[config.mk]
export PLATFORM = sky130hd
export DESIGN_NAME = fbms_ctrl
export DESIGN_NICKNAME = d
export VERILOG_FILES = /design/src/hw/rtl/fbms_pkg.sv /design/src/hw/rtl/fbms_ctrl.sv
export SDC_FILE = /design/constraint.sdc
export NUM_CORES = 1
export LEC_CHECK = 0
export BUFFER_PORTS_ARGS = -buffer_cell sky130_fd_sc_hd__buf_2
export CORE_MARGIN = 8
export CORE_UTILIZATION = 38
export CTS_CLUSTER_DIAMETER = 30
export DETAILED_ROUTE_END_ITERATION = 10
export PLACE_DENSITY = 0.65
export SYNTH_ARGS = -nofsm -noshare
export SYNTH_HDL_FRONTEND = slang
export SYNTH_SLANG_ARGS = --single-unit
[constraint.sdc]
create_clock -name clock -period 1.65 [get_ports clock]
set_input_delay 0.0825 -clock clock [delete_from_list [all_inputs] [get_ports clock]]
set_output_delay 0.0825 -clock clock [all_outputs]
set_load 0.1 [all_outputs]
[src/hw/rtl/fbms_pkg.sv]
// ----------------------------------------------------------------------------
// fbms_pkg
// Shared types, constants and codes of the frame blur and motion suppressor.
// ----------------------------------------------------------------------------
package fbms_pkg;

   // default line buffer depth and frame height limit
   localparam int DEF_MAX_WIDTH  = 2048;
   localparam int DEF_MAX_HEIGHT = 2048;

   // register port geometry
   localparam int CSR_ADDR_W = 5;
   localparam int CSR_DATA_W = 32;

   // register reset values
   localparam logic [11:0] RST_FRAME_WIDTH    = 12'd640;
   localparam logic [11:0] RST_FRAME_HEIGHT   = 12'd480;
   localparam logic [23:0] RST_BLUR_THRESHOLD = 24'd1600;
   localparam logic [14:0] RST_TURN_THRESHOLD = 15'd128;
   localparam logic        RST_PUBLISH_STATUS = 1'b1;

   // gray conversion weights, q14
   localparam logic [21:0] GRAY_W_BLUE  = 22'd1868;
   localparam logic [21:0] GRAY_W_GREEN = 22'd9617;
   localparam logic [21:0] GRAY_W_RED   = 22'd4899;
   localparam logic [21:0] GRAY_ROUND   = 22'd8192;

   // register indexes
   typedef enum logic [2:0] {
      REG_FRAME_WIDTH    = 3'd0,
      REG_FRAME_HEIGHT   = 3'd1,
      REG_BLUR_THRESHOLD = 3'd2,
      REG_TURN_THRESHOLD = 3'd3,
      REG_PUBLISH_STATUS = 3'd4
   } reg_index_type;

   // request operations
   localparam logic OP_PIXEL = 1'b0;
   localparam logic OP_RATE  = 1'b1;

   typedef struct packed {
      logic               operation;
      logic [7:0]         blue;
      logic [7:0]         green;
      logic [7:0]         red;
      logic signed [15:0] angular_rate;
   } req_type;

   typedef struct packed {
      logic blurred;
      logic turning;
      logic blur_hold;
      logic turn_hold;
      logic forward_frame;
      logic status_valid;
   } rsp_type;

   typedef struct packed {
      logic [11:0] frame_width;
      logic [11:0] frame_height;
      logic [23:0] blur_threshold;
      logic [14:0] turn_threshold;
      logic        publish_status;
   } cfg_type;

   typedef enum logic [3:0] {
      ST_IDLE,
      ST_PIX,
      ST_LAP,
      ST_ACC,
      ST_TRD,
      ST_TLAP,
      ST_TACC,
      ST_SIZE,
      ST_MGO,
      ST_MWAIT,
      ST_CMP,
      ST_OUT
   } ctrl_state_type;

   // products formed by the shared multiplier at frame end
   typedef enum logic [1:0] {
      MUL_NSQ,
      MUL_PROD,
      MUL_SUMSQ,
      MUL_LIMIT
   } mul_sel_type;

   typedef struct packed {
      logic        pix_load;
      logic        rate_load;
      logic        lap_en;
      logic        tail_mode;
      logic        acc_en;
      logic        tail_first;
      logic        tail_next;
      logic        size_en;
      logic        mul_start;
      logic        mul_capture;
      mul_sel_type mul_sel;
      logic        cmp_en;
      logic        out_load;
   } cmd_type;

   typedef struct packed {
      logic row_zero;
      logic frame_end;
      logic tail_last;
      logic mul_busy;
      logic out_free;
   } status_type;

endpackage

[src/hw/rtl/fbms_ctrl.sv]
// ----------------------------------------------------------------------------
// fbms_ctrl
// Sequencer: pixel steps, last-row sweep, frame-end products and result.
// ----------------------------------------------------------------------------
module fbms_ctrl (
   input  logic                 clock,
   input  logic                 reset,
   input  logic                 req_valid,
   input  logic                 req_operation,
   output logic                 req_stall,
   input  fbms_pkg::status_type status,
   output fbms_pkg::cmd_type    cmd
);

   fbms_pkg::ctrl_state_type state_ff, state_in;
   fbms_pkg::mul_sel_type    sel_ff, sel_in;

   // state register
   always_ff @(posedge clock) begin
      if (reset) begin
         state_ff <= fbms_pkg::ST_IDLE;
         sel_ff   <= fbms_pkg::MUL_NSQ;
      end else begin
         state_ff <= state_in;
         sel_ff   <= sel_in;
      end
   end

   // next state and commands
   always_comb begin
      state_in  = state_ff;
      sel_in    = sel_ff;
      cmd       = '0;
      cmd.mul_sel = sel_ff;
      req_stall = 1'b1;
      case (state_ff)
         fbms_pkg::ST_IDLE: begin
            req_stall = 1'b0;
            if (req_valid) begin
               if (req_operation == fbms_pkg::OP_RATE) begin
                  cmd.rate_load = 1'b1;
               end else begin
                  cmd.pix_load = 1'b1;
                  state_in     = fbms_pkg::ST_PIX;
               end
            end
         end
         fbms_pkg::ST_PIX: begin
            state_in = fbms_pkg::ST_LAP;
         end
         fbms_pkg::ST_LAP: begin
            cmd.lap_en = 1'b1;
            state_in   = status.row_zero ? fbms_pkg::ST_IDLE : fbms_pkg::ST_ACC;
         end
         fbms_pkg::ST_ACC: begin
            cmd.acc_en = 1'b1;
            if (status.frame_end) begin
               cmd.tail_first = 1'b1;
               state_in       = fbms_pkg::ST_TRD;
            end else begin
               state_in = fbms_pkg::ST_IDLE;
            end
         end
         fbms_pkg::ST_TRD: begin
            state_in = fbms_pkg::ST_TLAP;
         end
         fbms_pkg::ST_TLAP: begin
            cmd.lap_en    = 1'b1;
            cmd.tail_mode = 1'b1;
            state_in      = fbms_pkg::ST_TACC;
         end
         fbms_pkg::ST_TACC: begin
            cmd.acc_en = 1'b1;
            if (status.tail_last) begin
               state_in = fbms_pkg::ST_SIZE;
            end else begin
               cmd.tail_next = 1'b1;
               state_in      = fbms_pkg::ST_TRD;
            end
         end
         fbms_pkg::ST_SIZE: begin
            cmd.size_en = 1'b1;
            sel_in      = fbms_pkg::MUL_NSQ;
            state_in    = fbms_pkg::ST_MGO;
         end
         fbms_pkg::ST_MGO: begin
            cmd.mul_start = 1'b1;
            state_in      = fbms_pkg::ST_MWAIT;
         end
         fbms_pkg::ST_MWAIT: begin
            if (!status.mul_busy) begin
               cmd.mul_capture = 1'b1;
               case (sel_ff)
                  fbms_pkg::MUL_NSQ:   sel_in = fbms_pkg::MUL_PROD;
                  fbms_pkg::MUL_PROD:  sel_in = fbms_pkg::MUL_SUMSQ;
                  fbms_pkg::MUL_SUMSQ: sel_in = fbms_pkg::MUL_LIMIT;
                  default:             sel_in = fbms_pkg::MUL_NSQ;
               endcase
               state_in = (sel_ff == fbms_pkg::MUL_LIMIT) ? fbms_pkg::ST_CMP
                                                           : fbms_pkg::ST_MGO;
            end
         end
         fbms_pkg::ST_CMP: begin
            cmd.cmp_en = 1'b1;
            state_in   = fbms_pkg::ST_OUT;
         end
         fbms_pkg::ST_OUT: begin
            if (status.out_free) begin
               cmd.out_load = 1'b1;
               state_in     = fbms_pkg::ST_IDLE;
            end
         end
         default: begin
            state_in = fbms_pkg::ST_IDLE;
         end
      endcase
   end

endmodule

# Word-level counts from Yosys, hierarchy flattened
# Cells that the tools add are included.
[totals]
output_inout_bits = 15
ff_bits = 6
wordCells = 58
input_bits = 9
[op_classes]
reduce_logical = 7
eq_ne = 18
muxes = 31
[op_table]
columns = ["cell", "count"]
rows = [
  ["$pmux W4 S12", 1],
  ["$mux W1", 17],
  ["$eq A4 B3 Y1 const B", 4],
  ["$eq A4 B4 Y1 const B", 4],
  ["$mux W4", 4],
  ["$mux W2", 6],
  ["$eq A4 B2 Y1 const B", 2],
  ["$ne A2 B2 Y1 const B", 4],
  ["$pmux W2 S3", 1],
  ["$eq A2 B2 Y1 const B", 2],
  ["$eq A4 B1 Y1 const B", 1],
  ["$logic_not A4 Y1", 1],
  ["$pmux W2 S2", 1],
  ["$reduce_and A4 Y1", 1],
  ["$reduce_or A2 Y1", 2],
  ["$mux W3", 1],
  ["$eq A2 B1 Y1 const B", 1],
  ["$logic_not A2 Y1", 1],
  ["$reduce_and A2 Y1", 1],
  ["$reduce_bool A2 Y1", 1],
]

# Depth between registers and ports, before layout
# Gate-level depths: netlist (run 1).
[logic_depth]
depth_word = 4
depth_mapped = 6
mapped_depth_nobuf = 6

# Worst setup path after synthesis (run 1)
# OpenSTA, ideal clock, no wires.
[synth_path]
kind = "reg-to-output"
from = "register state_ff[2]"
to = "output port cmd[4] (netlist name)"
stages_incl_launch_ff = 4
path_buffers = 2
path_slack_ns = -1.963
required_ns = 1.567
arrival_time_ns = 3.530
cell_sequence = "dfxtp_1 > buf_2 > buf_2 > nor4_1"
[synth_lines]
columns = ["element", "line_no", "rtl"]
rows = [
  ["from (decl)", "fbms_ctrl.sv:15", "fbms_pkg::ctrl_state_type state_ff, state_in;"],
  ["from (signal assigned)", "fbms_ctrl.sv:21", "state_ff <= fbms_pkg::ST_IDLE;"],
  ["from (signal assigned)", "fbms_ctrl.sv:24", "state_ff <= state_in;"],
  ["to (decl)", "fbms_ctrl.sv:12", "output fbms_pkg::cmd_type cmd"],
]

==> results.md, run 1 <==
Cells and area:
- The layout net count is between 100 and 150.
- The post-route netlist has 50.0% of its cells at a drive strength greater than 1.
- Measured on the finished design, the core utilization comes to 68.9%.
- For this run, the number of standard cells in the final layout without fillers is 122.
- In the final layout, flip-flops and latches occupy between 100 and 150 um2.
- 0 antenna diodes ended up in the layout.
- The relative area change from synthesis to final layout is 74.1%.
- The filler cell count is 120.
- The area of the multi-input gates is 488 um2.

Yosys:
- Synthesis instantiated 31 different standard cells from the library.
- The register bit count reported by yosys is 6.
- During synthesis, Yosys emitted a total of 0 warnings.
- The area of the mapped netlist is 589 um2.
- The post-synthesis share of cell area spent on xor and xnor gates is 1.49%.
- Of the synthesized area, sequential elements account for 20.4%.
- The number of nets in the synthesized netlist is 91.
- Summing the areas of all compound-gate instances in the mapped netlist gives about 14% of the synthesized area.
- In the synthesized netlist, the number of instances is 79.
- The post-synthesis average cell area is 7.46 um2.
- After synthesis, the largest family of logic cells by area is simple AND/OR/NAND/NOR gates.
- After synthesis, the share of cell area in mux cells is 5.10%.
- Of the total synthesized cell area, the portion taken by full adders, half adders and majority gates is 6.37%.
- The synthesized-area fraction occupied by and/or/nand/nor cells is 45.0%.

GRT:
- The residual overflow from global routing is 0.
- Global routing consumed, over all layers together, a little under an eighth of the routing resources.
- The wire length of the first global-routing pass is between 3000 and 4000 um.
- The number of global-route vias before repair is between 600 and 700.
- The number of antenna violations at the first check in global routing is 0.
- Entering global routing, the biggest net connects 12 pins.

Setup path:
- The critical path is of the register to primary output type.
- The worst setup path is launched from a register.
- STA classifies the critical path endpoint as a primary output.
- In this run the worst path has a maximum fanout of 9.
- For the worst setup path, the data required time is 1570 ps.
- STA puts the critical path data arrival time at 1480 ps.

Pwr:
- Dividing total power by cell area gives a power density of 462 mW/mm2.
- In this run the static leakage power is approximately 0.00042 uW.
- The highest ir drop seen on vdd is 0.317 mV.
- The completed layout was analyzed and its total power is 474 uW.

Placed design:
- Timing analysis after detailed placement gives a worst setup slack of 180 ps.
- The congestion estimate from routability-driven global placement came to 0.828.
- Counting tap cells, the placed design contains a total of 119 instances.
- The number of I/O port buffers is 23.
- Once detailed placement completed, the half-perimeter wirelength came to around 1500 um.

Clock tree:
- The number of setup buffers added after CTS is 0.
- The longest clock path from root to sink contains 2 buffers.
- The worst-skew pair later-pin latency is 250 ps.
- TritonCTS built the clock tree.
- Buffers inserted to repair hold after CTS numbered 0.
- After clock tree synthesis, the clock-pin slew on the worst setup and hold paths is 40 ps.
- TritonCTS created 3 clock buffers.
- For this design, the sink count on the clock tree is 6.
- The tree is rooted in a sky130_fd_sc_hd__clkbuf_4.
- The maximum level of the CTS H-tree is 1.

STA:
- The post-layout minimum cycle time is 1560 ps.
- The number of pins exceeding their max-slew limit in the final report is 0.
- Setup violations remaining at the end of the flow were counted as 0.
- In the finished design, the share of the clock period the worst path needs comes to 94.5%.
- Timing would allow up to 642 MHz.
- The worst clock skew is 4.44 ps.
- The worst pin sits at a relative slew slack of about two thirds.
- The hold violation count in the final report was 0.
- For the pin with the worst max-slew slack, the measured transition is 486 ps.
- Setup repair after global routing left no endpoint under its margin.
- The final-layout worst hold slack is 79.8 ps.
- The setup slack after layout is 91.2 ps.

Routing:
- In the routed design, unresolved DRC markers number 0.
- The number of DRC markers after the initial detailed-route iteration is 6.
- The detailed-route wire length per cell is 14.8 um.
- The count of nets left with antenna violations once routing finished came out at 0.
- The total number of vias is 656.
- The count of TritonRoute iterations in the first routing pass is 4.
- The vias per cell is approximately 5.4.
- The post-detailed-routing wire length is 1810 um.

Die:
- The floorplan step defined a die boundary enclosing 0.00307 mm2.
- After floorplanning, the core was divided into 14 placement rows.
- The number of top-level design ports is 24.
- Measured along the x axis, the die boundary spans 55.4 um.
- The height of the die is 55.4 um.
- The floorplan core area is roughly 0.0015 mm2.
- Once the floorplan was initialized, standard cells occupied 39.6% of the core.

Run status:
- The run finished with clean final reports.

Run:
- Across the run, the number of max-cap violations was 0.

Hold path:
- The class of the worst hold path is input pin to register.
[logic make-up (layout without fill, tap and decap cells)]
logic type               after synthesis  in the layout
flip-flops                             6              6
adder cells (fa/ha/maj)                3              3
multiplexers                           3              3
AO/OA/AOI/OAI                         12             12
buffers and inverters                  9             36
AND/OR/NAND/NOR                       45             45
XOR/XNOR                               1              1
[critical path: stages, from the launching register on]
cell and delay, ps:
sky130_fd_sc_hd__dfxtp_1 480, sky130_fd_sc_hd__nand2_1 270, sky130_fd_sc_hd__nor4_4 260, sky130_fd_sc_hd__buf_12 210
[power breakdown]
part	internal, uW	switching [uW]	total (uW)
combinational	67.4	111	178
sequential	149	3.57	153
clock	82.8	60.2	143
[stage by stage]
stage               instance area [um2]  setup TNS (ps)
floorplan                           661           -1310
global placement                   1000               0
detailed placement                 1000               0
CTS                                1020               0
global route                       1030               0
finish                             1030               0
[cells in the mapped netlist (all sizes together)]
| cell | count | area [um2] |
|---|---|---|
| nor4b | 3 | 32.5 |
| and2 | 1 | 6.26 |
| nor4 | 3 | 25.0 |
| and3b | 1 | 8.76 |
| xor2 | 1 | 8.76 |
| a31oi | 1 | 6.26 |
| and3 | 1 | 6.26 |
| nor2b | 6 | 37.5 |
| a21oi | 6 | 30.0 |
| o21bai | 1 | 7.51 |
| o21ai | 1 | 5.00 |
| ha | 3 | 37.5 |
| inv | 4 | 15.0 |
| or3b | 1 | 8.76 |
| nor2 | 11 | 41.3 |
| mux2i | 3 | 30.0 |
| nor3 | 6 | 35.0 |
| a211oi | 1 | 7.51 |
| o221ai | 1 | 15.0 |
| o31a | 1 | 8.76 |
| nand2 | 5 | 18.8 |
| or3 | 1 | 6.26 |
| nor3b | 1 | 7.51 |
| dfxtp | 6 | 120 |
| buf | 5 | 32.5 |
| nand2b | 5 | 31.3 |
[state kept, by name (all words and copies together) (netlist names)]
signal and flops:
state_ff 4, sel_ff 2
[area by class of cell]
type,count,share of cell area (%)
Clock buffer,3,2.20
Tap cell,16,1.95
Timing Repair Buffer,29,34.6
Sequential cell,6,12.2
Multi-Input combinational cell,64,47.6
Inverter,4,1.46
[per-layer routing]
| layer | wire length, um | global-route usage, % | up-vias | share of wire, % |
|---|---|---|---|---|
| li1 | - | - | 328 | - |
| met1 | 760 | 12.8 | 308 | 42 |
| met2 | 949 | 19.9 | 20 | 53 |
| met3 | 96 | 6.39 | 0 | 5.3 |
| met4 | 0 | 3.17 | 0 | 0 |
| met5 | 0 | 0 | - | 0 |
[layout by cell type (no fill, tap or decap), drive strengths merged, types with 3 or more instances in the layout]
cell type and n:
nor2 11, mux2i 3, nor4 3, clkbuf 3
nor3 6, dfxtp 6, buf 29, nand2b 5
nand2 5, ha 3, a21oi 6, inv 4
nor2b 6, nor4b 3
[repair_timing]
action | CTS | global route
resized for setup | 1 | 1
pin swaps | 0 | 1
endpoints found under the setup margin | 1 | 2
endpoints found under the hold margin | 0 | 0
[worst paths after layout]
kind | endpoint | slack (ps) | depth (start not counted) | startpoint
hold / removal | sel_ff[1] | 80 | 2 | reset
hold reg to reg | sel_ff[0] | 540 | 2 | sel_ff[0]
setup / recovery | cmd[4] | 90 | 3 | state_ff[3]
setup reg to reg | state_ff[0] | 180 | 5 | state_ff[3]
Power figures use the tool's default switching activity.
==> run 2, diff against run 1 <==
--- a/config.mk
+++ b/config.mk
@@ -5,12 +5,13 @@
 export SDC_FILE = /design/constraint.sdc
 export NUM_CORES = 1
 export LEC_CHECK = 0
+export ABC_AREA = 1
 export BUFFER_PORTS_ARGS = -buffer_cell sky130_fd_sc_hd__buf_2
 export CORE_MARGIN = 8
 export CORE_UTILIZATION = 38
 export CTS_CLUSTER_DIAMETER = 30
 export DETAILED_ROUTE_END_ITERATION = 10
-export PLACE_DENSITY = 0.65
+export PLACE_DENSITY = 0.66
 export SYNTH_ARGS = -nofsm -noshare
 export SYNTH_HDL_FRONTEND = slang
 export SYNTH_SLANG_ARGS = --single-unit
==> run 2 against run 1 <==
Sequential share of layout area is 0.95 points higher. Non-clock buffer count decreased by 6. Synthesized area is 6.6% lower. Synthesized cell count increased by 14%. Fmax shrank 1.5%. Setup slack got worse by 24 ps. Die area down 4.7%. Total power grew to 3.0 times the previous value. Critical path type unchanged. Highest routed layer is now met4.
==> results.md, run 2 <==
Yosys:
- After synthesis, the cell types taking the most area are sky130_fd_sc_hd__dfxtp_1 22%, sky130_fd_sc_hd__inv_1 11%, sky130_fd_sc_hd__nand2_1 11%, sky130_fd_sc_hd__nor2_1 8.9%, sky130_fd_sc_hd__ha_1 6.8%.
- The number of distinct library cells after synthesis is 22.
- The synthesized design contains 6 register bits.
- The main flop type after synthesis is sky130_fd_sc_hd__dfxtp_1.
- After synthesis, the share of flip-flops with an asynchronous set or reset is 0%.
- The number of warning messages in the yosys log is 0.
- By count the netlist is led by 16 x sky130_fd_sc_hd__inv_1, 16 x sky130_fd_sc_hd__nand2_1, 13 x sky130_fd_sc_hd__nor2_1.
- After synthesis, the largest area contributor takes up 21.8% of total cell area.
- The post-synthesis cell count is 90.
- Counting every net in the synthesized netlist gives 102.
- In this run the cell area of the synthesized design comes to between 500 and 600 um2.
- A synthesized cell averages approximately 6.1 um2.
- The post-synthesis cell type with the largest combined area is sky130_fd_sc_hd__dfxtp_1.
- The sequential share of the synthesized area is 21.8%.
- Counting flops with a built-in enable in the synthesized netlist gives 0.

STA:
- The setup slack after layout is 66.7 ps.
- The actual transition at the worst max-transition pin is 486 ps.
- On the final layout, the worst clock skew is approximately 1.3 ps.
- The final cycle utilization of the critical path is 96.0%.
- Setup violations remaining at the end of the flow were counted as 0.
- Setup repair after global routing could not meet its margin everywhere.
- The post-layout minimum cycle time is ~1600 ps.
- In this run the tightest slew margin relative to its limit is 67.8%.
- The number of pins exceeding their max-slew limit in the final report is 0.
- The achievable clock frequency is 632 MHz.
- The hold violation count in the final report was 0.

Setup path:
- Measured in cells, the most critical reg-to-reg path has a length of 7.
- The worst setup path is of the register to primary output kind.
- The buffer and inverter count on the worst path is 3.
- Along the worst path, the maximum fanout reaches 6.
- The signal on the critical path passes through inv_2 > nor2_4 > nand2_1 > inv_1 > buf_2.
- The worst setup path is launched from a register.
- The data arrival time of the worst path is 1500 ps.
- The slowest stage of the critical path belongs to the cell sky130_fd_sc_hd__dfxtp_1.
- Broken down by cell family, the worst path's largest delay share belongs to buffers and inverters.
- At the worst endpoint, the required time is 1570 ps.
- STA classifies the critical path endpoint as a primary output.
- The total number of cells along the worst setup path is 5.
- The largest incremental delay on the critical path is approximately 480 ps.

GRT:
- Global routing finished with a remaining overflow of 0.
- The overall fraction of global-route tracks in use is a little over a tenth.
- Entering global routing, the biggest net connects 9 pins.
- The wire length of the first global-routing pass is 2420 um.
- The number of global-route vias before repair was between 600 and 700.
- The number of antenna violations at the first check in global routing is 0.

Run status:
- The run finished with clean final reports.

Cells and area:
- The largest registers in the layout are state_ff: 4 flops, sel_ff: 2 flops.
- The total area of sequential cells is between 100 and 150 um2.
- The library cells used most frequently in the layout, excluding fill and tap cells, are 16 x sky130_fd_sc_hd__inv_1, 15 x sky130_fd_sc_hd__nand2_1, 12 x sky130_fd_sc_hd__buf_12, 11 x sky130_fd_sc_hd__buf_2, 9 x sky130_fd_sc_hd__nor2_1.
- The repair_antennas step left the layout with diodes totalling 0.
- The filler cell count is 117.
- The flip-flop count of the largest register, all copies and words added is 4.
- The area of the multi-input gates is 415 um2.
- At the end of the flow, the number of nets in the layout was 129.
- The share of final-layout standard cells stronger than drive strength 1 is between 40% and 50%.
- The most common library cell in the layout ignoring fill and taps is sky130_fd_sc_hd__inv_1.
- The most flop-heavy register is state_ff.
- The relative area change from synthesis to final layout is 73.0%.

Pwr:
- The ratio of total power to cell area is ~1500 mW/mm2.
- The reported leakage power is 0.000467 uW.
- The worst-case IR drop observed on VDD is between 1 and 1.5 mV.
- Power comes to 1440 uW.

Die:
- The number of core rows is 13.
- The die width is 54.1 um.
- The floorplan step defined a die boundary enclosing about 0.0029 mm2.
- The floorplan core area is 0.00133 mm2.
- The height of the die is about 54 um.
- The number of top-level design ports is 24.
- Once the floorplan was initialized, standard cells occupied between 40 and 50% of the core.

Routing:
- The routed length on met2 is 787 um.
- The vias per cell is slightly above 5.
- The detailed router finished its first iteration with 14 violations.
- The post-detailed-routing wire length is ~1500 um.
- The count of unresolved DRC violations after routing is 0.
- The post-detailed-route count of antenna-violating nets is 0.
- The count of TritonRoute iterations in the first routing pass is 4.
- The highest metal layer with signal wires is met4.
- After detailed routing, the average wire length per cell comes to 11.6 um.
- The total number of vias is between 600 and 700.
- The wire length on met1 is 622 um.
- The length of routed met3 wiring is ~93 um.

Run:
- Max-cap violations in this run came to 0.

Clock tree:
- The clock tree from TritonCTS is built.
- The maximum number of buffers from clock root to sink is 2.
- After clock tree synthesis, the setup repair step added 0 buffers.
- After clock tree synthesis, the clock-pin slew on the worst setup and hold paths is approximately 40 ps.
- The total CTS buffers is 3.
- CTS built an H-tree with a depth of 1.
- The clock net sink count is 6.
- The worst-skew pair later-pin latency is about 230 ps.
- The root buffer cell chosen for the clock tree is sky130_fd_sc_hd__clkbuf_4.

Hold path:
- The worst hold path passes through 2 cells.
- The class of the worst hold path is input pin to register.

Placed design:
- Detailed placement finished with a half-perimeter wire length of 1360 um.
- The worst setup slack after placement is between 200 and 250 ps.
- The number of I/O port buffers is 23.
- The routability congestion estimate from global placement is 0.831.
run 2: final cells by class:
type,instances,share of cell area (%)
Multi-Input combinational cell,63,43.6
Inverter,20,7.88
Sequential cell,6,13.1
Clock buffer,3,2.37
Timing Repair Buffer,23,31.0
Tap cell,15,1.97
run 2: path summary, 6_finish.rpt:
path / startpoint / to / slack, ps
worst min register to register: sel_ff[0] / sel_ff[0] / 570
worst max-delay path: state_ff[1] / cmd[1] / 70
worst min-delay path: reset / state_ff[1] / 80
worst max register to register: state_ff[3] / state_ff[1] / 340
run 2: cells by family (layout without fill, tap and decap cells):
family | count (synthesis) | after routing | share of synthesized area [%]
simple gates | 46 | 46 | 40.7
flops | 6 | 6 | 21.8
fa+ha+maj | 3 | 3 | 6.82
compound gates | 14 | 14 | 15.7
buf+inv | 21 | 46 | 15.0
run 2: worst reg2reg max path, delay by kind of cell, from the launching register on:
family	cells	cell delay [ps]
and+or+nand+nor	5	730
DFF	1	360
buffers and inverters	1	40
AOI/OAI and AO/OA	1	120
run 2: repair_timing:
action	4_1_cts	5_1_grt
gates cloned	0	0
pin swaps	0	0
resized for setup	1	1
endpoints found under the setup margin	1	1
hold buffers	0	0
run 2: layer usage:
metal | track usage, % | vias to the layer above
met5 | 0 | -
met4 | 3.69 | 0
met3 | 2.75 | 2
met2 | 18.9 | 19
met1 | 12.6 | 300
li1 | - | 334
run 2: where the power goes:
part | internal [uW] | switching, uW
Sequential | 180 | 69.6
Combinational | 327 | 733
Clock | 81.7 | 44.9
run 2: per-stage QoR:
stage	instance area, um2	hold slack (ps)	setup TNS [ps]	instances	utilization (%)
2_1_floorplan	621	145	-416	90	-
3_3_place_gp	927	306	0	127	69.5
3_5_place_dp	927	317	0	127	69.5
4_1_cts	951	71.8	0	130	71.3
5_1_grt	952	69.3	-0.501	130	71.4
6_report	952	82.4	0	130	71.4
==> run 3, diff against run 2 <==
--- a/config.mk
+++ b/config.mk
@@ -7,11 +7,15 @@
 export LEC_CHECK = 0
 export ABC_AREA = 1
 export BUFFER_PORTS_ARGS = -buffer_cell sky130_fd_sc_hd__buf_2
+export CELL_PAD_IN_SITES_DETAIL_PLACEMENT = 0
+export CELL_PAD_IN_SITES_GLOBAL_PLACEMENT = 1
+export CORE_ASPECT_RATIO = 1.2
 export CORE_MARGIN = 8
-export CORE_UTILIZATION = 38
+export CORE_UTILIZATION = 29
 export CTS_CLUSTER_DIAMETER = 30
 export DETAILED_ROUTE_END_ITERATION = 10
-export PLACE_DENSITY = 0.66
+export GPL_TIMING_DRIVEN = 0
+export PLACE_DENSITY_LB_ADDON = 0.1
 export SYNTH_ARGS = -nofsm -noshare
 export SYNTH_HDL_FRONTEND = slang
 export SYNTH_SLANG_ARGS = --single-unit
==> run 3 against run 2 <==
Clock skew rose by 3.5 ps. Wire length grew 2.7%. Combinational power decreased by 11%. Sequential share of layout area increased by 2.1 points. Sequential power is 16% lower. Cell area decreased by 14%. Total power down 9.8%. Clock power is 8% higher. Cell count increased by 3.8%. Fmax up 0.31%. Setup slack better by 4.8 ps. Global-route usage down 2.0 points.
==> results.md, run 3 (same netlist as run 2, synthesis figures left out) <==
Run status:
- The flow ran to the end, and the final reports show no timing, DRC or antenna violations.

Pwr:
- The share of total power dissipated in combinational logic is 73.2%.
- The clock network is responsible for approximately a tenth of the overall power.
- The reported leakage power is 0.000437 uW.
- Of the total power, the share spent switching nets is 64.0%.
- The analysis attributes to net switching a power of between 800 and 900 uW.
- The total power is 1300 uW.
- The highest ir drop seen on vdd is approximately 0.83 mV.
- The ratio of total power to cell area is 1570 mW/mm2.
- The portion of total power attributed to sequential cells is approximately 16%.
- The internal power summed over all cells is 466 uW.

Routing:
- The count of unresolved DRC violations after routing is 0.
- Across all layers, the routed design uses 624 vias.
- Dividing the detail-routed via count by the number of cells gives about 4.6.
- The final layout contains routed wiring with a total length of ~1600 um.
- The number of DRC markers after the initial detailed-route iteration is 11.
- In the final routed layout, each cell accounts on average for 11.5 um.
- Once detail routing completed, the nets flagged for antenna violations numbered 0.
- The count of TritonRoute iterations in the first routing pass is 4.

Cells and area:
- In the final layout, the registers with the most flip-flops are state_ff: 4 flops, sel_ff: 2 flops.
- The layout net count is 130.
- The number of antenna cells inserted is 0.
- The post-route netlist has 46.6% of its cells at a drive strength greater than 1.
- With fillers left out, the area of the finished cells amounts to 823 um2.
- In the layout the commonest cells are 16 x sky130_fd_sc_hd__inv_1, 15 x sky130_fd_sc_hd__nand2_1, 12 x sky130_fd_sc_hd__buf_2, 9 x sky130_fd_sc_hd__nor2_1, 7 x sky130_fd_sc_hd__buf_4.
- More flip-flops sit in one register than any other, and that register is state_ff.
- The core occupancy in the finished layout is a little under half.
- The library cell used most frequently in the layout, excluding fill and tap cells, is sky130_fd_sc_hd__inv_1.
- Relative to the synthesized area, the layout overhead comes to 49.5%.
- The filler cell count is 193.
- The flip-flop count of the largest register, all copies and words added is 4.

Run:
- The tool flagged a number of max-cap violations equal to 0.

Setup path:
- The data arrival time of the worst path is 1500 ps.
- In this design, the stage delay of the slowest critical-path cell is 370 ps.
- The critical setup path kind is register to primary output.
- In this run the critical register-to-register path is launched from state_ff[0].
- The critical path starts at state_ff[2].
- The critical path goes through inv_2 > nor2_2 > inv_1 > nor3_2 > or2_2 > buf_8.
- The element type at the critical path end is a primary output.
- The buffer and inverter count on the worst path is 3.
- The dominant delay contributor by cell family on the critical path is simple AND/OR/NAND/NOR gates.
- In this run the worst path has a maximum fanout of 4.
- The data required time at the worst endpoint is 1570 ps.
- The worst setup path is launched from a register.
- For this design, the slowest cell found on the critical path is sky130_fd_sc_hd__dfxtp_2.

Die:
- The floorplan step set the die width to 55.8 um.
- The floorplan step defined a core boundary enclosing 0.00181 mm2.
- Pin placement for this block handled 24 I/O pins.
- The initial core utilization is 30.4%.
- The number of core rows is 17.
- The die is roughly 64 um tall.
- The die covers 0.00355 mm2.

STA:
- Setup violations remaining at the end of the flow were counted as 0.
- The actual transition at the worst max-transition pin is 486 ps.
- Setup repair after global routing could not meet its margin everywhere.
- The final-layout worst hold slack is 42.8 ps.
- The hold violation count in the final report was 0.
- The worst path needs ~1600 ps of the cycle, external delays included.
- The achievable clock frequency is 634 MHz.
- The relative slew slack is 67.8%.
- The final cycle utilization of the critical path is 95.7%.
- The number of pins exceeding their max-slew limit in the final report is 0.
- For the final database, setup skew stands at 4.82 ps.

Clock tree:
- After clock tree synthesis, the clock-pin slew on the worst setup and hold paths is 50 ps.
- The clock net sink count is 6.
- CTS built an H-tree with a depth of 1.
- The clock tree from TritonCTS is built.
- The clock root buffer master is sky130_fd_sc_hd__clkbuf_4.
- Post-CTS timing repair inserted 0 buffers for setup.
- Counting the buffers created by CTS gives 3.
- The maximum number of buffers from clock root to sink is 2.
- The clock reaches the later pin of the worst-skew pair after between 200 and 250 ps.

GRT:
- The residual overflow from global routing is 0.
- The number of global-route vias before repair came to 620.
- The overall fraction of global-route tracks in use is slightly below 9%.
- The number of antenna violations at the first check in global routing was 0.
- Entering global routing, the biggest net connects 9 pins.
- The first global-routing pass estimated 2650 um of wire.

Placed design:
- Routability-driven placement finished with a final weighted congestion of 0.760.
- Detailed placement ended at an HPWL of 1310 um.
- The cell area reported after detailed placement is 759 um2.
- The count of buffers added on input and output ports is 23.

Hold path:
- The hold path startpoint is reset.
- The class of the worst hold path is input pin to register.
run 3: layer usage:
metal  vias to the layer above  GRT usage, %  wire length [um]
met5                         -             0                 0
met4                         0          1.85                 0
met3                         0          3.95                83
met2                        17          15.7               824
met1                       273          9.49               642
li1                        334             -                 -
run 3: cell type report:
cell class	count	area, um2	area share (%)
Tap cell	19	23.8	2.89
Sequential cell	6	125	15.2
Buffer	1	7.51	0.912
Clock buffer	3	22.5	2.74
Inverter	20	75.1	9.12
Multi-Input combinational cell	63	415	50.5
Timing Repair Buffer	23	154	18.7
run 3: through the flow:
stage,instances,setup slack (ps),TNS [ps]
2_1_floorplan,90,-292,-416
3_3_place_gp,132,35.5,0
3_5_place_dp,132,38.4,0
4_1_cts,135,-0.0892,-0.0892
5_1_grt,135,-13.3,-13.3
6_report,135,71.5,0
run 3: what timing repair did:
item,in CTS,in global routing
hold buffers,0,0
setup endpoints to repair,8,5
pin swaps,0,0
gates resized for setup,10,6
run 3: power groups by stage:
stage,combinational (uW),clock [uW],sequential (uW)
after global routing,1010,148,218
after global placement,925,0,213
final,948,137,211
after CTS,944,143,211
after floorplan,776,0,231
after detailed placement,930,0,214
run 3: path summary, 6_finish.rpt:
kind                       to  slack, ps  depth (start not counted)
hold / removal    state_ff[1]         40                          2
setup / recovery       cmd[9]         70                          6
setup reg to reg  state_ff[1]        310                          7
hold reg to reg     sel_ff[0]        570                          2
